--- src/rtl/core/sha256mh_pkg.sv ---
// types, constants and functions of the sha-256 message hasher
package sha256mh_pkg;

	// input item
	typedef struct packed {
		logic [7:0] data_byte;
		logic       byte_present;
		logic       last_byte;
	} in_item_t;

	// result item
	typedef struct packed {
		logic [31:0] digest_word;
		logic [2:0]  word_index;
		logic        last_word;
	} out_item_t;

	// control from sequencer to schedule memory unit
	typedef struct packed {
		logic        start;
		logic        wr_en;
		logic [3:0]  wr_addr;
		logic [31:0] wr_data;
	} sched_ctl_t;

	// schedule word handed to the round unit
	typedef struct packed {
		logic        valid;
		logic        last;
		logic [31:0] wk;
	} sched_out_t;

	// control from sequencer to round unit
	typedef struct packed {
		logic       load;
		logic       reinit;
		logic [2:0] rd_idx;
	} rnd_ctl_t;

	localparam logic [7:0] PAD_BYTE = 8'h80;

	localparam logic [31:0] HASH_IV [8] = '{
		32'h6a09e667, 32'hbb67ae85, 32'h3c6ef372, 32'ha54ff53a,
		32'h510e527f, 32'h9b05688c, 32'h1f83d9ab, 32'h5be0cd19
	};

	localparam logic [31:0] ROUND_K [64] = '{
		32'h428a2f98, 32'h71374491, 32'hb5c0fbcf, 32'he9b5dba5,
		32'h3956c25b, 32'h59f111f1, 32'h923f82a4, 32'hab1c5ed5,
		32'hd807aa98, 32'h12835b01, 32'h243185be, 32'h550c7dc3,
		32'h72be5d74, 32'h80deb1fe, 32'h9bdc06a7, 32'hc19bf174,
		32'he49b69c1, 32'hefbe4786, 32'h0fc19dc6, 32'h240ca1cc,
		32'h2de92c6f, 32'h4a7484aa, 32'h5cb0a9dc, 32'h76f988da,
		32'h983e5152, 32'ha831c66d, 32'hb00327c8, 32'hbf597fc7,
		32'hc6e00bf3, 32'hd5a79147, 32'h06ca6351, 32'h14292967,
		32'h27b70a85, 32'h2e1b2138, 32'h4d2c6dfc, 32'h53380d13,
		32'h650a7354, 32'h766a0abb, 32'h81c2c92e, 32'h92722c85,
		32'ha2bfe8a1, 32'ha81a664b, 32'hc24b8b70, 32'hc76c51a3,
		32'hd192e819, 32'hd6990624, 32'hf40e3585, 32'h106aa070,
		32'h19a4c116, 32'h1e376c08, 32'h2748774c, 32'h34b0bcb5,
		32'h391c0cb3, 32'h4ed8aa4a, 32'h5b9cca4f, 32'h682e6ff3,
		32'h748f82ee, 32'h78a5636f, 32'h84c87814, 32'h8cc70208,
		32'h90befffa, 32'ha4506ceb, 32'hbef9a3f7, 32'hc67178f2
	};

	function automatic logic [31:0] small_sigma0(input logic [31:0] x);
		return {x[6:0], x[31:7]} ^ {x[17:0], x[31:18]} ^ (x >> 3);
	endfunction

	function automatic logic [31:0] small_sigma1(input logic [31:0] x);
		return {x[16:0], x[31:17]} ^ {x[18:0], x[31:19]} ^ (x >> 10);
	endfunction

	function automatic logic [31:0] big_sigma0(input logic [31:0] x);
		return {x[1:0], x[31:2]} ^ {x[12:0], x[31:13]} ^ {x[21:0], x[31:22]};
	endfunction

	function automatic logic [31:0] big_sigma1(input logic [31:0] x);
		return {x[5:0], x[31:6]} ^ {x[10:0], x[31:11]} ^ {x[24:0], x[31:25]};
	endfunction

endpackage

--- src/rtl/core/sha256mh_sched.sv ---
// block and message schedule store: two mirrored 16-word memories, w expansion
module sha256mh_sched import sha256mh_pkg::*; (
	input  logic       clk,
	input  logic       arst_n,
	input  sched_ctl_t ctl,
	output sched_out_t sout
);

	logic [31:0] mem_a [16];
	logic [31:0] mem_b [16];

	logic        act_q;
	logic [5:0]  cnt_q;
	logic        v_s1;
	logic [5:0]  j_s1;
	logic [31:0] w16_s1, w15_s1, w7_s1, w2_s1;
	logic        v_s2;
	logic        last_s2;
	logic [31:0] wk_s2;

	logic [3:0]  a0_addr, a1_addr, b0_addr, b1_addr;
	logic [31:0] w_new;
	logic        sw_en;
	logic        wr_en;
	logic [3:0]  wr_addr;
	logic [31:0] wr_data;

	// read addresses for word cnt_q: w[j-16], w[j-15], w[j-7], w[j-2]
	assign a0_addr = cnt_q[3:0];
	assign a1_addr = cnt_q[3:0] + 4'd1;
	assign b0_addr = cnt_q[3:0] + 4'd9;
	assign b1_addr = cnt_q[3:0] + 4'd14;

	// expansion of one schedule word
	always_comb begin
		if (j_s1[5:4] == 2'b00) begin
			w_new = w16_s1;
		end else begin
			w_new = w16_s1 + small_sigma0(w15_s1) + w7_s1 + small_sigma1(w2_s1);
		end
	end

	// expanded words go back to the store, otherwise the sequencer writes
	assign sw_en   = v_s1 && (j_s1[5:4] != 2'b00);
	assign wr_en   = sw_en || ctl.wr_en;
	assign wr_addr = sw_en ? j_s1[3:0] : ctl.wr_addr;
	assign wr_data = sw_en ? w_new : ctl.wr_data;

	// memories with registered reads
	always_ff @(posedge clk) begin
		if (wr_en) begin
			mem_a[wr_addr] <= wr_data;
			mem_b[wr_addr] <= wr_data;
		end
		w16_s1 <= mem_a[a0_addr];
		w15_s1 <= mem_a[a1_addr];
		w7_s1  <= mem_b[b0_addr];
		w2_s1  <= mem_b[b1_addr];
	end

	// issue counter and pipeline valids
	always_ff @(posedge clk or negedge arst_n) begin
		if (!arst_n) begin
			act_q <= 1'b0;
			cnt_q <= '0;
			v_s1  <= 1'b0;
			v_s2  <= 1'b0;
		end else begin
			if (ctl.start) begin
				act_q <= 1'b1;
				cnt_q <= '0;
			end else if (act_q) begin
				cnt_q <= cnt_q + 6'd1;
				if (cnt_q == 6'd63) begin
					act_q <= 1'b0;
				end
			end
			v_s1 <= act_q;
			v_s2 <= v_s1;
		end
	end

	// pipeline payload
	always_ff @(posedge clk) begin
		j_s1    <= cnt_q;
		wk_s2   <= w_new + ROUND_K[j_s1];
		last_s2 <= (j_s1 == 6'd63);
	end

	assign sout.valid = v_s2;
	assign sout.last  = last_s2;
	assign sout.wk    = wk_s2;

endmodule

--- src/rtl/core/sha256mh_round.sv ---
// compression rounds, working variables and chaining hash words
module sha256mh_round import sha256mh_pkg::*; (
	input  logic        clk,
	input  logic        arst_n,
	input  sched_out_t  sin,
	input  rnd_ctl_t    ctl,
	output logic        done,
	output logic [31:0] hash_word
);

	logic [31:0] hash_q [8];
	logic [31:0] v_q [8];
	logic        fin_q;

	logic [31:0] t1, t2, ch, maj;

	// one round
	always_comb begin
		ch  = (v_q[4] & v_q[5]) ^ (~v_q[4] & v_q[6]);
		maj = (v_q[0] & v_q[1]) ^ (v_q[0] & v_q[2]) ^ (v_q[1] & v_q[2]);
		t1  = v_q[7] + big_sigma1(v_q[4]) + ch + sin.wk;
		t2  = big_sigma0(v_q[0]) + maj;
	end

	// working variables
	always_ff @(posedge clk) begin
		if (ctl.load) begin
			v_q <= hash_q;
		end else if (sin.valid) begin
			v_q[7] <= v_q[6];
			v_q[6] <= v_q[5];
			v_q[5] <= v_q[4];
			v_q[4] <= v_q[3] + t1;
			v_q[3] <= v_q[2];
			v_q[2] <= v_q[1];
			v_q[1] <= v_q[0];
			v_q[0] <= t1 + t2;
		end
	end

	// chaining value: feed-forward after round 63, back to iv after a digest
	always_ff @(posedge clk or negedge arst_n) begin
		if (!arst_n) begin
			hash_q <= HASH_IV;
			fin_q  <= 1'b0;
		end else begin
			fin_q <= sin.valid && sin.last;
			if (ctl.reinit) begin
				hash_q <= HASH_IV;
			end else if (fin_q) begin
				for (int i = 0; i < 8; i++) begin
					hash_q[i] <= hash_q[i] + v_q[i];
				end
			end
		end
	end

	assign done      = fin_q;
	assign hash_word = hash_q[ctl.rd_idx];

endmodule

--- src/rtl/core/sha256_message_hasher.sv ---
// sha-256 message hasher top level: byte intake, padding sequencer, digest output
//
// Input channel in_valid/in_ready/in_data carries one message byte per item
// (byte_present) and marks the end of a message with last_byte; a last item
// may carry no byte. Output channel out_valid/out_ready/out_data returns the
// eight digest words of a message, word_index 0 first, last_word on word 7.
// Byte items are taken while the sequencer is idle. The byte that completes a
// 64-byte block holds the input while the block is compressed: one round per
// cycle, limited by the single round unit and by the four schedule reads per
// round from the two mirrored schedule memories. A last item adds padding
// writes (one word per cycle, paused while a block is compressed, up to 18),
// one or two compressions and the output of the eight digest words. A stalled
// output holds its word in the output register; the remaining words wait.
// After the eighth word is loaded the block takes new bytes while that word
// still waits. Reset returns the hash state to the initial values and the
// byte count to zero; the block is ready at once.
module sha256_message_hasher import sha256mh_pkg::*; (
	input  logic      clk,
	input  logic      arst_n,
	input  logic      in_valid,
	output logic      in_ready,
	input  in_item_t  in_data,
	output logic      out_valid,
	input  logic      out_ready,
	output out_item_t out_data
);

	localparam logic [2:0] ST_IDLE  = 3'd0;
	localparam logic [2:0] ST_COMP  = 3'd1;
	localparam logic [2:0] ST_PAD0  = 3'd2;
	localparam logic [2:0] ST_FILL  = 3'd3;
	localparam logic [2:0] ST_LEN14 = 3'd4;
	localparam logic [2:0] ST_LEN15 = 3'd5;
	localparam logic [2:0] ST_OUT   = 3'd6;

	logic [2:0]  state_q, state_d;
	logic [2:0]  ret_q, ret_d;
	logic [60:0] len_q, len_d;
	logic [23:0] acc_q, acc_d;
	logic [3:0]  pad_addr_q, pad_addr_d;
	logic        extra_q, extra_d;
	logic [2:0]  oidx_q, oidx_d;
	logic        out_valid_q;
	out_item_t   out_q;

	sched_ctl_t  sctl;
	sched_out_t  sout;
	rnd_ctl_t    rctl;
	logic        comp_done;
	logic [31:0] hash_word;

	logic        acc_fire;
	logic        out_load;
	logic [63:0] bit_len;
	logic [31:0] pad_word;

	assign in_ready = (state_q == ST_IDLE);
	assign acc_fire = in_valid && in_ready;
	assign out_load = (state_q == ST_OUT) && (!out_valid_q || out_ready);
	assign bit_len  = {len_q, 3'b000};

	// word holding the pad byte after the bytes already collected
	always_comb begin
		case (len_q[1:0])
			2'd0:    pad_word = {PAD_BYTE, 24'h000000};
			2'd1:    pad_word = {acc_q[7:0], PAD_BYTE, 16'h0000};
			2'd2:    pad_word = {acc_q[15:0], PAD_BYTE, 8'h00};
			default: pad_word = {acc_q[23:0], PAD_BYTE};
		endcase
	end

	// sequencer
	always_comb begin
		state_d      = state_q;
		ret_d        = ret_q;
		len_d        = len_q;
		acc_d        = acc_q;
		pad_addr_d   = pad_addr_q;
		extra_d      = extra_q;
		oidx_d       = oidx_q;
		sctl         = '0;
		rctl         = '0;
		rctl.rd_idx  = oidx_q;
		unique case (state_q)
			ST_IDLE: begin
				if (acc_fire) begin
					if (in_data.byte_present) begin
						acc_d = {acc_q[15:0], in_data.data_byte};
						len_d = len_q + 61'd1;
						if (len_q[1:0] == 2'd3) begin
							sctl.wr_en   = 1'b1;
							sctl.wr_addr = len_q[5:2];
							sctl.wr_data = {acc_q, in_data.data_byte};
						end
					end
					if (in_data.byte_present && (len_q[5:0] == 6'd63)) begin
						sctl.start = 1'b1;
						rctl.load  = 1'b1;
						state_d    = ST_COMP;
						ret_d      = in_data.last_byte ? ST_PAD0 : ST_IDLE;
					end else if (in_data.last_byte) begin
						state_d = ST_PAD0;
					end
				end
			end
			ST_COMP: begin
				if (comp_done) begin
					state_d = ret_q;
				end
			end
			ST_PAD0: begin
				sctl.wr_en   = 1'b1;
				sctl.wr_addr = len_q[5:2];
				sctl.wr_data = pad_word;
				pad_addr_d   = len_q[5:2] + 4'd1;
				extra_d      = (len_q[5:2] == 4'd14);
				if (len_q[5:2] == 4'd13) begin
					state_d = ST_LEN14;
				end else if (len_q[5:2] == 4'd15) begin
					// pad byte closes the block: length goes in a block of its own
					sctl.start = 1'b1;
					rctl.load  = 1'b1;
					pad_addr_d = '0;
					extra_d    = 1'b0;
					state_d    = ST_COMP;
					ret_d      = ST_FILL;
				end else begin
					state_d = ST_FILL;
				end
			end
			ST_FILL: begin
				sctl.wr_en   = 1'b1;
				sctl.wr_addr = pad_addr_q;
				sctl.wr_data = '0;
				if (extra_q) begin
					sctl.start = 1'b1;
					rctl.load  = 1'b1;
					pad_addr_d = '0;
					extra_d    = 1'b0;
					state_d    = ST_COMP;
					ret_d      = ST_FILL;
				end else if (pad_addr_q == 4'd13) begin
					state_d = ST_LEN14;
				end else begin
					pad_addr_d = pad_addr_q + 4'd1;
				end
			end
			ST_LEN14: begin
				sctl.wr_en   = 1'b1;
				sctl.wr_addr = 4'd14;
				sctl.wr_data = bit_len[63:32];
				state_d      = ST_LEN15;
			end
			ST_LEN15: begin
				sctl.wr_en   = 1'b1;
				sctl.wr_addr = 4'd15;
				sctl.wr_data = bit_len[31:0];
				sctl.start   = 1'b1;
				rctl.load    = 1'b1;
				oidx_d       = '0;
				state_d      = ST_COMP;
				ret_d        = ST_OUT;
			end
			ST_OUT: begin
				if (out_load) begin
					oidx_d = oidx_q + 3'd1;
					if (oidx_q == 3'd7) begin
						rctl.reinit = 1'b1;
						len_d       = '0;
						state_d     = ST_IDLE;
					end
				end
			end
			default: begin
				state_d = ST_IDLE;
			end
		endcase
	end

	// control registers
	always_ff @(posedge clk or negedge arst_n) begin
		if (!arst_n) begin
			state_q     <= ST_IDLE;
			ret_q       <= ST_IDLE;
			len_q       <= '0;
			pad_addr_q  <= '0;
			extra_q     <= 1'b0;
			oidx_q      <= '0;
			out_valid_q <= 1'b0;
		end else begin
			state_q    <= state_d;
			ret_q      <= ret_d;
			len_q      <= len_d;
			pad_addr_q <= pad_addr_d;
			extra_q    <= extra_d;
			oidx_q     <= oidx_d;
			if (out_load) begin
				out_valid_q <= 1'b1;
			end else if (out_ready) begin
				out_valid_q <= 1'b0;
			end
		end
	end

	// payload registers
	always_ff @(posedge clk) begin
		acc_q <= acc_d;
		if (out_load) begin
			out_q.digest_word <= hash_word;
			out_q.word_index  <= oidx_q;
			out_q.last_word   <= (oidx_q == 3'd7);
		end
	end

	assign out_valid = out_valid_q;
	assign out_data  = out_q;

	sha256mh_sched u_sched (
		.clk    (clk),
		.arst_n (arst_n),
		.ctl    (sctl),
		.sout   (sout)
	);

	sha256mh_round u_round (
		.clk       (clk),
		.arst_n    (arst_n),
		.sin       (sout),
		.ctl       (rctl),
		.done      (comp_done),
		.hash_word (hash_word)
	);

endmodule

--- config.mk ---
export PLATFORM = sky130hd
export DESIGN_NAME = sha256_message_hasher
export DESIGN_NICKNAME = d
export VERILOG_FILES = /design/src/rtl/core/sha256mh_pkg.sv /design/src/rtl/core/sha256mh_sched.sv /design/src/rtl/core/sha256mh_round.sv /design/src/rtl/core/sha256_message_hasher.sv
export SDC_FILE = /design/constraint.sdc
export NUM_CORES = 2
export LEC_CHECK = 0
export BUFFER_PORTS_ARGS = -buffer_cell sky130_fd_sc_hd__buf_2
export CAP_MARGIN = 20
export CORE_MARGIN = 2
export CORE_UTILIZATION = 65
export CTS_BUF_LIST = sky130_fd_sc_hd__clkbuf_8 sky130_fd_sc_hd__clkbuf_16
export DETAILED_ROUTE_END_ITERATION = 10
export PLACE_DENSITY = 0.88
export SETUP_SLACK_MARGIN = 0.15
export SYNTH_ARGS = -nofsm -noshare
export SYNTH_HDL_FRONTEND = slang
export SYNTH_SLANG_ARGS = --single-unit
--- constraint.sdc ---
create_clock -name clk -period 20.6 [get_ports clk]
set_input_delay 4.12 -clock clk [delete_from_list [all_inputs] [get_ports clk]]
set_output_delay 4.12 -clock clk [all_outputs]
set_load 0.005 [all_outputs]
Word-level counts from Yosys, hierarchy flattened --
Memory sizes are Yosys's and may differ from the RTL's. A register that Yosys moved wholly into a read port is not among the register bits. Cells that the tools add are included.
Storage, ports and cells: bits in registers 697, RAM bits 1024, ROM bits 2048, output and inout bits 38, logic and storage cells 209, memories kept 3
Operators by class: add/sub/neg operators 26, magnitude comparators 2, equality and inequality tests 29, mux-type cells 69, bitwise logic cells 19, reductions and logical operators 26
Memory list:
- (name not given) | depth 64, bits a word 32, rd ports 1, clocked after Yosys merged registers in 0, wr ports 0, RTL line sha256mh_sched.sv:86 | wk_s2 <= w_new + ROUND_K[j_s1];
- u_sched.mem_a | depth 16, bits a word 32, rd ports 2, clocked after Yosys merged registers in 2, wr ports 1, RTL line sha256mh_sched.sv:9 | logic [31:0] mem_a [16];
- u_sched.mem_b | depth 16, bits a word 32, rd ports 2, clocked after Yosys merged registers in 2, wr ports 1, RTL line sha256mh_sched.sv:10 | logic [31:0] mem_b [16];
Operator list (number):
- $mux 256 | 4
- $add 32x32->32 | 18
- $xor 32x32->32 | 9
- $mux 61 | 4
- $mux 32 | 6
- $pmux 37 s5 | 1
- $and 32x32->32 | 5
- $pmux 61 s2 | 1
- $bmux 32 s3 | 1
- $pmux 32 s3 | 1
- $mux 37 | 2
- $add 61x1->61 const B | 1
- $mux 3 | 15
- $mux 38 | 1
- $not 32->32 | 1
- $xor 32x22->32 | 1
- $xor 32x29->32 | 1
- $pmux 3 s7 | 1
- $mux 4 | 5
- $eq 6x6->1 const B | 3
- $mux 1 | 17
- $eq 4x4->1 const B | 4
- $reduce_bool 2->1 | 8
- $add 4x1->4 const B | 3
- 33 further kinds | 58

Depth between registers and ports, before layout --
word-level depth 8, depth in mapped cells 31, gate-level depth less buffers 30

Hierarchy --
From an unflattened synthesis, not the netlist that was laid out.
Second synthesis, totals: cell total of the unflattened synthesis 7781, area, all modules 90530.6 sq um
By module, submodules not included:
- sha256mh_round | times used 1, cells each 4379, area an instance 43137.6 sq um, sequential area each 14288.7 sq um
- sha256mh_sched | times used 1, cells each 2742, area an instance 40551.4 sq um, sequential area each 18943.2 sq um
- sha256_message_hasher | times used 1, cells each 660, area an instance 6841.6 sq um, sequential area each 3703.6 sq um

Worst setup path before layout --
Ideal clock, no wire load.
path kind in2reg, start point in in_valid, end point reg u_round.v_q[0] in the netlist's numbering, enable pin, data arrival time 10842 ps, data required time 19968 ps, setup slack 9125 ps, stages 4, buffers on the path 1, cell sequence and3_1 > clkbuf_1 > a21o_1 > or3_1
Between the ends: word-level cells in the longest chain between the ends 4
Ends and longest elaborated chain:
- from (decl) | RTL line sha256_message_hasher.sv:20 | input logic in_valid,
- $logic_and 1x1->1 | RTL line sha256_message_hasher.sv:58 | assign acc_fire = in_valid && in_ready;
- $mux 1 | RTL line sha256_message_hasher.sv:86 | if (acc_fire) begin
- $pmux 1 s4 | RTL line sha256_message_hasher.sv:84 | unique case (state_q)
- $reduce_bool 2->1 (no line)
- to (signal assigned) | RTL line sha256mh_round.sv:28 | v_q <= hash_q;
- to (decl) | RTL line sha256mh_round.sv:12 | logic [31:0] v_q [8];
Every way passes these cells. A chain may end at the register's enable or synchronous reset.

Final worst setup path --
start point in in_valid, end point reg u_round.v_q[12] in the netlist's numbering, enable pin
The elaborated chain is that of the path after synthesis.

==> impl_metrics.csv <==
group,metric,value,unit
layout,drive_gt1_share,13.23,%
synthesis,yosys.area.top_type_share,27.96,%
place,gp_congestion,1.027,
synthesis,synth-xor-area-share,6.109,%
timing,setup_tns,0,ps
worst_setup_path,worst_ep_arrival_time,8980,ps
global_route,grt_pass1_vias,69879,
pwr,seqPwrFrac,50.7,%
clock_tree,clkLatencyLatePin,850,ps
worst_setup_path,crit_chain,"buf_2 -> and3_1 -> buf_4 -> a21o_1 -> or3_4 -> buf_4 -> buf_4 -> buf_4 -> buf_4",
route,avgViaCountPerCell,7.229,
pwr,ir_worst_vdd,0.0001242,V
status,violations,"design-rule violations",
timing,setup_viol,0,
global_route,grt_use_total,43.25,%
timing,whs,427.7,ps
worst_setup_path,endpoint_kind,"register",
synthesis,synthDistinctLibCells,95,
layout,final_util,70.82,%
clock_tree,post-cts-setup-buffers,0,
timing,skew,80.22,ps
global_route,grt_max_degree,145,
synthesis,syn_area,0.08892,mm2
worst_setup_path,crit_slowest_cell,"buf_4",
die,initial_utilization,65.55,%
layout,nNetsFinal,8705,
route,drt-pass1-iter-count,11,
worst_setup_path,max_stage_delay,850,ps
die,fp-row-count,135,
clock_tree,clockBufferDepth,3,
clock_tree,cts_root_buf,"clkbuf_16",
synthesis,yosysWarnings,0,
synthesis,syn_area_per_cell,10.86,um2
die,die-area,0.1398,mm2
die,core,0.1356,mm2
global_route,met2_usage,63.48,%
route,ant_nets,0,
synthesis,async_flop_share,25.58,%
synthesis,synth_compound_area_share,12.03,%
worst_setup_path,start_kind,"primary input",
clock_tree,cts_sinks,1337,
job,cap_violations,0,
status,status,"finished with violations",
clock_tree,tritoncts,"yes",
synthesis,synth_seq_cells,1337,
pwr,switching_share,22.05,%
timing,period_share,41.62,%
synthesis,synth.area.mux_share,15.59,%
timing,relSlewSlack,9.518,%
synthesis,yosys.area_share.simple,11.07,%
timing,finalMaxSlewViolations,0,
worst_setup_path,crit_type,"primary input to register",
global_route,grt_pass1_wl,452.1,mm
synthesis,synthAdderAreaFrac,10.23,%
synthesis,synth_top_family_by_area,"multiplexers",
timing,achievable-frequency,0.1166,GHz
place,port_buffers,51,
clock_tree,holdBufCountCts,0,
synthesis,synth-edff-count,828,
timing,period_needed,8574,ps
layout,seq_area,0.03696,mm2
pwr,p_per_area,57.93,mW/mm2
synthesis,synth_area_leader_cell,"edfxtp_1",
timing,rsz0062_at_grt,"no",
timing,tightest_slew,1357,ps
pwr,power.internal,0.004338,W
layout,multi_input_area,0.04915,mm2
synthesis,syn-num-nets,8808,
pwr,switchingPower,0.001227,W
route,wirelength,304.7,mm
layout,area_growth,8.039,%
route,drc_errors,2,
route,routedWlPerCell,30.49,um
clock_tree,cts-htree-levels,4,
global_route,antenna_found_initial,21,
timing,finalHoldViolCount,0,
die,die-width,373.9,um
global_route,top_usage_layer,"met2",
synthesis,ys_seq_area_share,41.54,%
worst_setup_path,critPathRequiredTime,21000,ps
die,io_pins,52,
clock_tree,cts_buffers,145,
place,dp_hpwl,205.9,mm
layout,fillers,9052,
route,num_vias,72255,
global_route,overflow,0,
worst_setup_path,crit_top_cell,"buf_4",
global_route,met1_usage,54.61,%
clock_tree,ctsResizeCount,0,
die,die_h,373.9,um
route,drt_iter0_drc,12225,
synthesis,synth-main-ff-cell,"edfxtp_1",
clock_tree,clk_pin_slew_worst_paths,60,ps
hold_path,hold_class,"register to register",
pwr,leakage,38.64,nW
pwr,clockPowerShare,49.0,%
synthesis,syn_inst,8185,
synthesis,synth_area_leaders,"edfxtp_1 28%, mux4_2 9.9%, ha_1 6.2%",
global_route,grt_use_met3,13.87,%
pwr,p_comb_share,0.3,%
worst_setup_path,crit_path_max_fanout,64,
[sequential cells by signal, indices dropped and copies added (netlist names), 32 cells and up]
signal and flops:
u_sched.w16_s1 32, u_sched.mem_b 416, u_round.v_q 256, u_sched.wk_s2 32, u_round.hash_q 256, u_sched.w2_s1 32
len_q 61, u_sched.w7_s1 32, u_sched.w15_s1 32, u_sched.mem_a 96, out_data 36
[kinds of logic (layout without fill, tap and decap cells)]
group | after synthesis | after routing
XOR/XNOR | 617 | 617
flip-flops | 1337 | 1337
other | 0 | 7
AND/OR/NAND/NOR | 2217 | 2217
buffers and inverters | 809 | 831
adder cells (fa/ha/maj) | 632 | 632
multiplexers | 888 | 888
AO/OA/AOI/OAI | 1685 | 1685
[worst max-delay path: cells and delay by family]
kind	cells	cell delay, ps
buf+inv	6	3650
simple gates	2	570
compound gates	1	310
[layout make-up]
class                           count  share of cell area, %
Antenna cell                        7                0.01823
Clock buffer                      159                  4.001
Clock inverter                    113                  1.167
Inverter                          377                  1.481
Multi-Input combinational cell   6039                  51.17
Sequential cell                  1337                  38.48
Tap cell                         1781                  2.320
Timing Repair Buffer              182                  1.368
[worst paths after layout]
kind,startpoint,cells past startpoint,endpoint,slack [ps]
worst max-delay path,in_valid,9,u_round.v_q[12],12030
worst min-delay path,u_sched.cnt_q[5],0,u_sched.j_s1[5],430
worst max register to register,u_round.v_q[122],30,u_round.v_q[253],12430
worst min register to register,u_sched.cnt_q[5],0,u_sched.j_s1[5],430
max in group asynchronous,arst_n,5,oidx_q[0],13590
min in group asynchronous,arst_n,1,u_round.hash_q[42],3270
[power groups by stage]
stage                       logic (W)  registers (W)  clock network [W]
final                       0.0000185        0.00282            0.00273
after global routing        0.0000209        0.00282            0.00282
after CTS                   0.0000193        0.00282            0.00272
after detailed placement    0.0000192        0.00287                  0
after global placement      0.0000188        0.00287                  0
after floorplan           0.000000211        0.00288                  0
[placed cells by master, fill, tap and decap left out, types with 27 or more instances in the layout]
cell type and instances:
a21o_1 176, a31oi_1 49, nor3_1 97, buf_4 122, dfstp_2 136, ha_1 441, nand4_1 36, a222oi_1 27
dfrtp_1 199, nor2b_1 78, or3_1 38, nand3_1 133, xor2_1 178, nor2_1 467, o211ai_1 42, mux2i_1 431
and2_1 29, nand2b_1 59, mux4_2 391, edfxtp_1 828, a211oi_1 69, o21a_1 68, fa_1 166, mux2_2 66
xnor2_1 434, nand2_1 1082, dfxtp_1 165, o31ai_1 28, o21ai_0 425, inv_1 411, clkbuf_16 147, a21oi_1 501
buf_2 52, o21bai_1 40, and3_1 59
[layer usage]
metal / wire length, um / up-vias
met1: 104100 / 34637
li1: - / 29773
met4: 27520 / 16
met3: 42740 / 1571
met5: 98 / -
met2: 130300 / 6258
[Yosys cell counts, drive strengths merged, types with 98 or more instances]
master,number
nand2,1082
edfxtp,828
a21oi,502
nor2,485
ha,443
xnor2,435
mux2i,431
o21ai,428
mux4,391
inv,375
clkbuf,336
dfrtp,206
xor2,180
a21o,176
dfxtp,167
fa,166
dfstp,136
nand3,133
nor3,98
[stage by stage]
stage | cells | total power, W | area (um2) | setup slack (ps)
final | 9995 | 0.005565 | 96060 | 12030
after global routing | 9988 | 0.005656 | 96050 | 11850
after CTS | 9968 | 0.005555 | 95880 | 12250
after detailed placement | 9696 | 0.002894 | 90910 | 11440
after global placement | 9690 | 0.002894 | 90860 | 11580
after floorplan | 8185 | 0.002875 | 88920 | 9125
No activity file was read; power rests on OpenSTA's default activity.
